### src/bu2x_pkg.sv
// Shared types, constants and arithmetic helpers of the bilinear 2x upscaler.
package bu2x_pkg;

    // Frame size limits and derived widths.
    localparam int MAX_WIDTH  = 1024;
    localparam int MAX_HEIGHT = 1024;
    localparam int COL_W      = $clog2(MAX_WIDTH);
    localparam int ROW_W      = $clog2(MAX_HEIGHT);
    localparam int SIZE_W     = 11;
    localparam int STEP_W     = 15;
    localparam int OPOS_W     = SIZE_W + 1;
    localparam int FRAC_W     = 16;
    localparam int WT_W       = FRAC_W + 1;
    localparam int CH_W       = 8;
    localparam int PIX_W      = 3 * CH_W;
    localparam int TOP_W      = CH_W + FRAC_W;
    localparam int BAND_ROWS  = 4;
    localparam int BAND_COLS  = 4;
    localparam int K_W        = $clog2(BAND_COLS) + 1;
    localparam logic [WT_W-1:0] FULL_WEIGHT = WT_W'(1) << FRAC_W;

    // Configuration port.
    localparam int CFG_IDX_W  = 8;
    localparam int CFG_DATA_W = 16;
    localparam logic [CFG_IDX_W-1:0] REG_SRC_WIDTH  = 8'd0;
    localparam logic [CFG_IDX_W-1:0] REG_SRC_HEIGHT = 8'd1;
    localparam logic [CFG_IDX_W-1:0] REG_STEP_X     = 8'd2;
    localparam logic [CFG_IDX_W-1:0] REG_STEP_Y     = 8'd3;

    // Commands from the controller to the datapath.
    typedef struct packed {
        logic latch;
        logic mem_rd;
        logic mem_wr;
        logic mem_cur;
        logic cap_p00;
        logic cap_p10;
        logic band_init;
        logic band_inc;
        logic col_place;
        logic col_mul;
        logic col_next;
        logic row_place;
        logic row_mul;
        logic flush;
        logic finish;
    } cmd_t;

    // Status from the datapath to the controller.
    typedef struct packed {
        logic sx_zero;
        logic sy_zero;
        logic band_go;
        logic col_go;
        logic row_go;
        logic hold_vld;
        logic mul_ok;
    } sts_t;

    typedef struct packed {
        logic [SIZE_W-1:0] ipart;
        logic [WT_W-1:0]   frac;
    } place_t;

    // Clamp a programmed size to the supported range.
    function automatic logic [SIZE_W-1:0] clamp_size(input logic [SIZE_W-1:0] v,
                                                     input logic [SIZE_W-1:0] hi);
        logic [SIZE_W-1:0] r;
        if (v < SIZE_W'(2))
            r = SIZE_W'(2);
        else if (v > hi)
            r = hi;
        else
            r = v;
        return r;
    endfunction

    // Source integer position and fraction of an output index; past the edge it holds the last.
    function automatic place_t place(input logic [OPOS_W-1:0] idx,
                                     input logic [STEP_W-1:0] step,
                                     input logic [SIZE_W-1:0] n);
        logic [OPOS_W+STEP_W-1:0] pos;
        place_t p;
        pos = (OPOS_W+STEP_W)'(idx) * (OPOS_W+STEP_W)'(step);
        p.ipart = SIZE_W'(pos >> FRAC_W);
        p.frac = {1'b0, pos[FRAC_W-1:0]};
        if (p.ipart > n - SIZE_W'(2)) begin
            p.ipart = n - SIZE_W'(2);
            p.frac = FULL_WEIGHT;
        end
        return p;
    endfunction

    // Horizontal blend of two channel values.
    function automatic logic [TOP_W-1:0] blend_h(input logic [CH_W-1:0] a,
                                                 input logic [CH_W-1:0] b,
                                                 input logic [WT_W-1:0] t);
        logic [TOP_W:0] s;
        s = (TOP_W+1)'(a) * (TOP_W+1)'(FULL_WEIGHT - t) + (TOP_W+1)'(b) * (TOP_W+1)'(t);
        return s[TOP_W-1:0];
    endfunction

    // Vertical blend of two horizontal results, truncated to a channel value.
    function automatic logic [CH_W-1:0] blend_v(input logic [TOP_W-1:0] a,
                                                input logic [TOP_W-1:0] b,
                                                input logic [WT_W-1:0] t);
        logic [TOP_W+FRAC_W:0] s;
        s = (TOP_W+FRAC_W+1)'(a) * (TOP_W+FRAC_W+1)'(FULL_WEIGHT - t)
          + (TOP_W+FRAC_W+1)'(b) * (TOP_W+FRAC_W+1)'(t);
        return s[2*FRAC_W+CH_W-1:2*FRAC_W];
    endfunction

endpackage

### src/bu2x_ctrl.sv
// Controller: sequences the per-pixel store access, banding and blending steps.
module bu2x_ctrl (
    input  logic           clk,
    input  logic           rst_n,
    input  logic           in_valid,
    output logic           in_ready,
    input  bu2x_pkg::sts_t sts,
    output bu2x_pkg::cmd_t cmd
);
    import bu2x_pkg::*;

    localparam logic [3:0] ST_IDLE   = 4'd0;
    localparam logic [3:0] ST_RD0    = 4'd1;
    localparam logic [3:0] ST_RD1    = 4'd2;
    localparam logic [3:0] ST_WR0    = 4'd3;
    localparam logic [3:0] ST_WR1    = 4'd4;
    localparam logic [3:0] ST_BINIT  = 4'd5;
    localparam logic [3:0] ST_BSTEP  = 4'd6;
    localparam logic [3:0] ST_COLCHK = 4'd7;
    localparam logic [3:0] ST_COLMUL = 4'd8;
    localparam logic [3:0] ST_ROWP   = 4'd9;
    localparam logic [3:0] ST_ROWM   = 4'd10;
    localparam logic [3:0] ST_FIN    = 4'd11;

    logic [3:0] state_reg, state_next;

    // Next state and command decode.
    always_comb
    begin
        state_next = state_reg;
        cmd        = '0;
        in_ready   = 1'b0;
        unique case (state_reg)
            ST_IDLE:
            begin
                in_ready = 1'b1;
                if (in_valid)
                begin
                    cmd.latch  = 1'b1;
                    state_next = ST_RD0;
                end
            end
            ST_RD0:
            begin
                cmd.mem_rd = 1'b1;
                state_next = ST_RD1;
            end
            ST_RD1:
            begin
                cmd.cap_p00 = 1'b1;
                cmd.mem_rd  = 1'b1;
                cmd.mem_cur = 1'b1;
                state_next  = ST_WR0;
            end
            ST_WR0:
            begin
                cmd.cap_p10 = 1'b1;
                cmd.mem_wr  = 1'b1;
                state_next  = ST_WR1;
            end
            ST_WR1:
            begin
                cmd.mem_wr  = 1'b1;
                cmd.mem_cur = 1'b1;
                if (sts.sy_zero)
                    state_next = ST_FIN;
                else if (sts.sx_zero)
                    state_next = ST_BINIT;
                else
                    state_next = ST_COLCHK;
            end
            ST_BINIT:
            begin
                cmd.band_init = 1'b1;
                state_next    = ST_BSTEP;
            end
            ST_BSTEP:
            begin
                if (sts.band_go)
                    cmd.band_inc = 1'b1;
                else
                    state_next = ST_FIN;
            end
            ST_COLCHK:
            begin
                if (sts.col_go)
                begin
                    cmd.col_place = 1'b1;
                    state_next    = ST_COLMUL;
                end
                else
                    state_next = ST_FIN;
            end
            ST_COLMUL:
            begin
                cmd.col_mul = 1'b1;
                state_next  = ST_ROWP;
            end
            ST_ROWP:
            begin
                if (sts.row_go)
                begin
                    cmd.row_place = 1'b1;
                    state_next    = ST_ROWM;
                end
                else
                begin
                    cmd.col_next = 1'b1;
                    state_next   = ST_COLCHK;
                end
            end
            ST_ROWM:
            begin
                if (sts.mul_ok)
                begin
                    cmd.row_mul = 1'b1;
                    state_next  = ST_ROWP;
                end
            end
            ST_FIN:
            begin
                if (sts.hold_vld)
                    cmd.flush = 1'b1;
                else
                begin
                    cmd.finish = 1'b1;
                    state_next = ST_IDLE;
                end
            end
            default:
                state_next = ST_IDLE;
        endcase
    end

    // State register.
    always_ff @(posedge clk or negedge rst_n)
    begin
        if (!rst_n)
            state_reg <= ST_IDLE;
        else
            state_reg <= state_next;
    end

endmodule

### config.mk
export PLATFORM = sky130hd
export DESIGN_NAME = bu2x_ctrl
export DESIGN_NICKNAME = d
export VERILOG_FILES = /design/src/bu2x_pkg.sv /design/src/bu2x_ctrl.sv
export SDC_FILE = /design/constraint.sdc
export NUM_CORES = 1
export LEC_CHECK = 0
export BUFFER_PORTS_ARGS = -buffer_cell sky130_fd_sc_hd__buf_2
export CAP_MARGIN = 30
export CORE_MARGIN = 5
export CORE_UTILIZATION = 40
export CTS_CLUSTER_DIAMETER = 30
export DETAILED_ROUTE_END_ITERATION = 10
export PLACE_DENSITY_LB_ADDON = 0.08
export SKIP_LAST_GASP = 1
export SLEW_MARGIN = 5
export SYNTH_ARGS = -nofsm -noshare
export SYNTH_HDL_FRONTEND = slang
export SYNTH_SLANG_ARGS = --single-unit
### constraint.sdc
create_clock -name clk -period 1.69 [get_ports clk]
set_clock_uncertainty 0.05 [all_clocks]
set_input_delay 0.169 -clock clk [delete_from_list [all_inputs] [get_ports clk]]
set_output_delay 0.169 -clock clk [all_outputs]
set_load 0.01 [all_outputs]
==> out/metrics.cfg <==
[logic_synthesis]
yosysUniqueCellTypes=30
synth_edf_count=0
syn_inst=73
ys_top_cells_by_count=10 x nor3_1, 6 x a21oi_1, 6 x nand2_1
synth_nets=83
synth_most_common_cell=nor3_1
synth_area_um2=539
yosysSeqAreaShare_pct=18.6
syn_area_per_cell_um2=7.39
ys_seq_elements=4
ys.flop_type=dfrtp_1
synth_top_area_share_pct=18.6
async_flop_share_pct=100
yosys_warnings=0
synth_area_leader_cell=dfrtp_1
ys_top_cells_by_area=dfrtp_1 19%, nor3_1 9.3%, buf_6 6.3%, nand2b_1 5.8%, a21oi_1 5.6%

[clock_tree]
clk_latency_ps=230
numCtsBuffers=3
clock-sinks=4
tritoncts=yes
clockRootBuffer=clkbuf_4
clkSlewWorstSetupHoldPaths_ps=40
htree_levels=1
clockBufferDepth=2

[setup_path]
end_kind=register
critPathKind=register to register
arrival_ps=1710
crit_required_ps=1750
startpoint_type=register
crit_fanout=3

[status]
status=completed

[floorplanning]
io_pins=26
core_area_mm2=0.00128
start_util_pct=42.0
die_h_um=46.7
num_rows=13
die_w_um=46.7
die_area_mm2=0.00218

[routing]
postRouteAntennaNets=0
dr.pass1.iters=4
num_vias=638
viasPerCell=5.36
wl_per_cell_um=13.6
routed_wl_um=1620
drc=0
first_iter_violations=4

[finish]
fin_nets=116
num_antenna_cells=0
postLayoutCoreUtil_pct=59.7
drive_above_1_share_pct=51.0
area_growth_pct=42.2
largest_register_ffs=4

[global_route]
grt_max_degree=13
grt_pass1_wl_um=2680
grt_pass1_vias=586
gr-total-overflow=0
grt_use_total_pct=17.0
antenna_found_initial=0

[timing]
period_needed_ps=1650
slew_violations=0
setup-violations-final=0
worst_slew_pin_slew_ps=246
hold_viol=0
slew_headroom_pct=83.5
finalCritPeriodShare_pct=97.9
fin_tns_setup_ps=0
rsz0062_at_grt=true
fmax_mhz=605
hold-worst-slack_ps=225

[power_and_ir_drop]
leakagePower_nw=0.371
power.density_mw_per_mm2=1930
p_total_w=0.00148
vdd_drop_max_mv=0.714

[flow_run]
maxCapViolations=0

[hold_path]
hp-class=input port to asynchronous set/reset pin

[place]
routabilityCongestion=0.809
port_buffers=25
place_hpwl_um=1150

-- report_power, final --
part	switching [W]	internal (W)	leakage (nW)
clock network	0.0000345	0.0000791	0.0138
registers	0.000102	0.000153	0.0448
logic	0.000551	0.000557	0.312
-- per-layer routing --
layer	global-route usage, %	up-vias	wire length [µm]
li1	-	319	-
met5	0	-	0
met4	4.97	0	0
met3	1.17	0	103
met1	22.2	299	690
met2	29.7	20	822
-- per-stage QoR --
stage | std cells | instance area [µm²] | setup slack, ps
2_1_floorplan | 73 | 539 | 73.3
3_3_place_gp | 109 | 654 | 112
3_5_place_dp | 109 | 654 | 107
4_1_cts | 119 | 746 | 22.1
5_1_grt | 119 | 767 | -19.6
6_report | 119 | 767 | 36.1
-- worst max-delay path, stage by stage (launching register included) --
cell	delay [ps]
dfrtp_1	390
buf_4	160
or3_1	360
o21ai_1	110
a22o_4	180
mux2_4	290
-- cell type report --
type | count | area (µm²)
inverter | 3 | 11.3
fill | 132 | 518
multi-input combinational | 57 | 389
sequential | 4 | 104
tap | 15 | 18.8
timing repair buffer | 37 | 221
clock buffer | 3 | 22.5
-- cell families (layout without fill, tap and decap cells) --
group | Yosys count | after routing | share of synthesized area [%]
AOI/OAI and AO/OA | 16 | 16 | 22.0
xor gates and xnor gates | 1 | 1 | 1.62
buffers and inverters | 12 | 43 | 14.4
DFF | 4 | 4 | 18.6
muxes | 1 | 1 | 2.78
and+or+nand+nor | 39 | 39 | 40.6
-- final timing paths --
kind | startpoint | end | slack (ps) | cells past startpoint
worst min register to register | state_reg[0] | state_reg[1] | 710 | 3
worst min-delay path | rst_n | state_reg[3] | 230 | 2
min in group clk | sts[1] | state_reg[0] | 300 | 4
worst max-delay path | state_reg[1] | state_reg[3] | 40 | 5
worst max register to register | state_reg[1] | state_reg[3] | 40 | 5
max in group asynchronous | rst_n | state_reg[2] | 1230 | 2
-- cell usage in the layout, fill, tap and decap left out, drive strengths merged, types with 2 or more instances in the layout --
cell type   n
a21oi       6
nor2        5
clkbuf      3
or3         2
a311oi      2
nand2       6
nor3       10
dfrtp       4
buf        36
inv         3
nand2b      6
nor2b       2
nand3b      3
o21ai       2
-- what timing repair did --
item,in CTS,in global routing
endpoints found under the setup margin,6,4
endpoints found under the hold margin,4,0
hold buffers,1,0
resized for setup,6,4
setup buffers,6,0
pin swaps,1,0
Note: power is estimated with default switching activity, not from simulation.
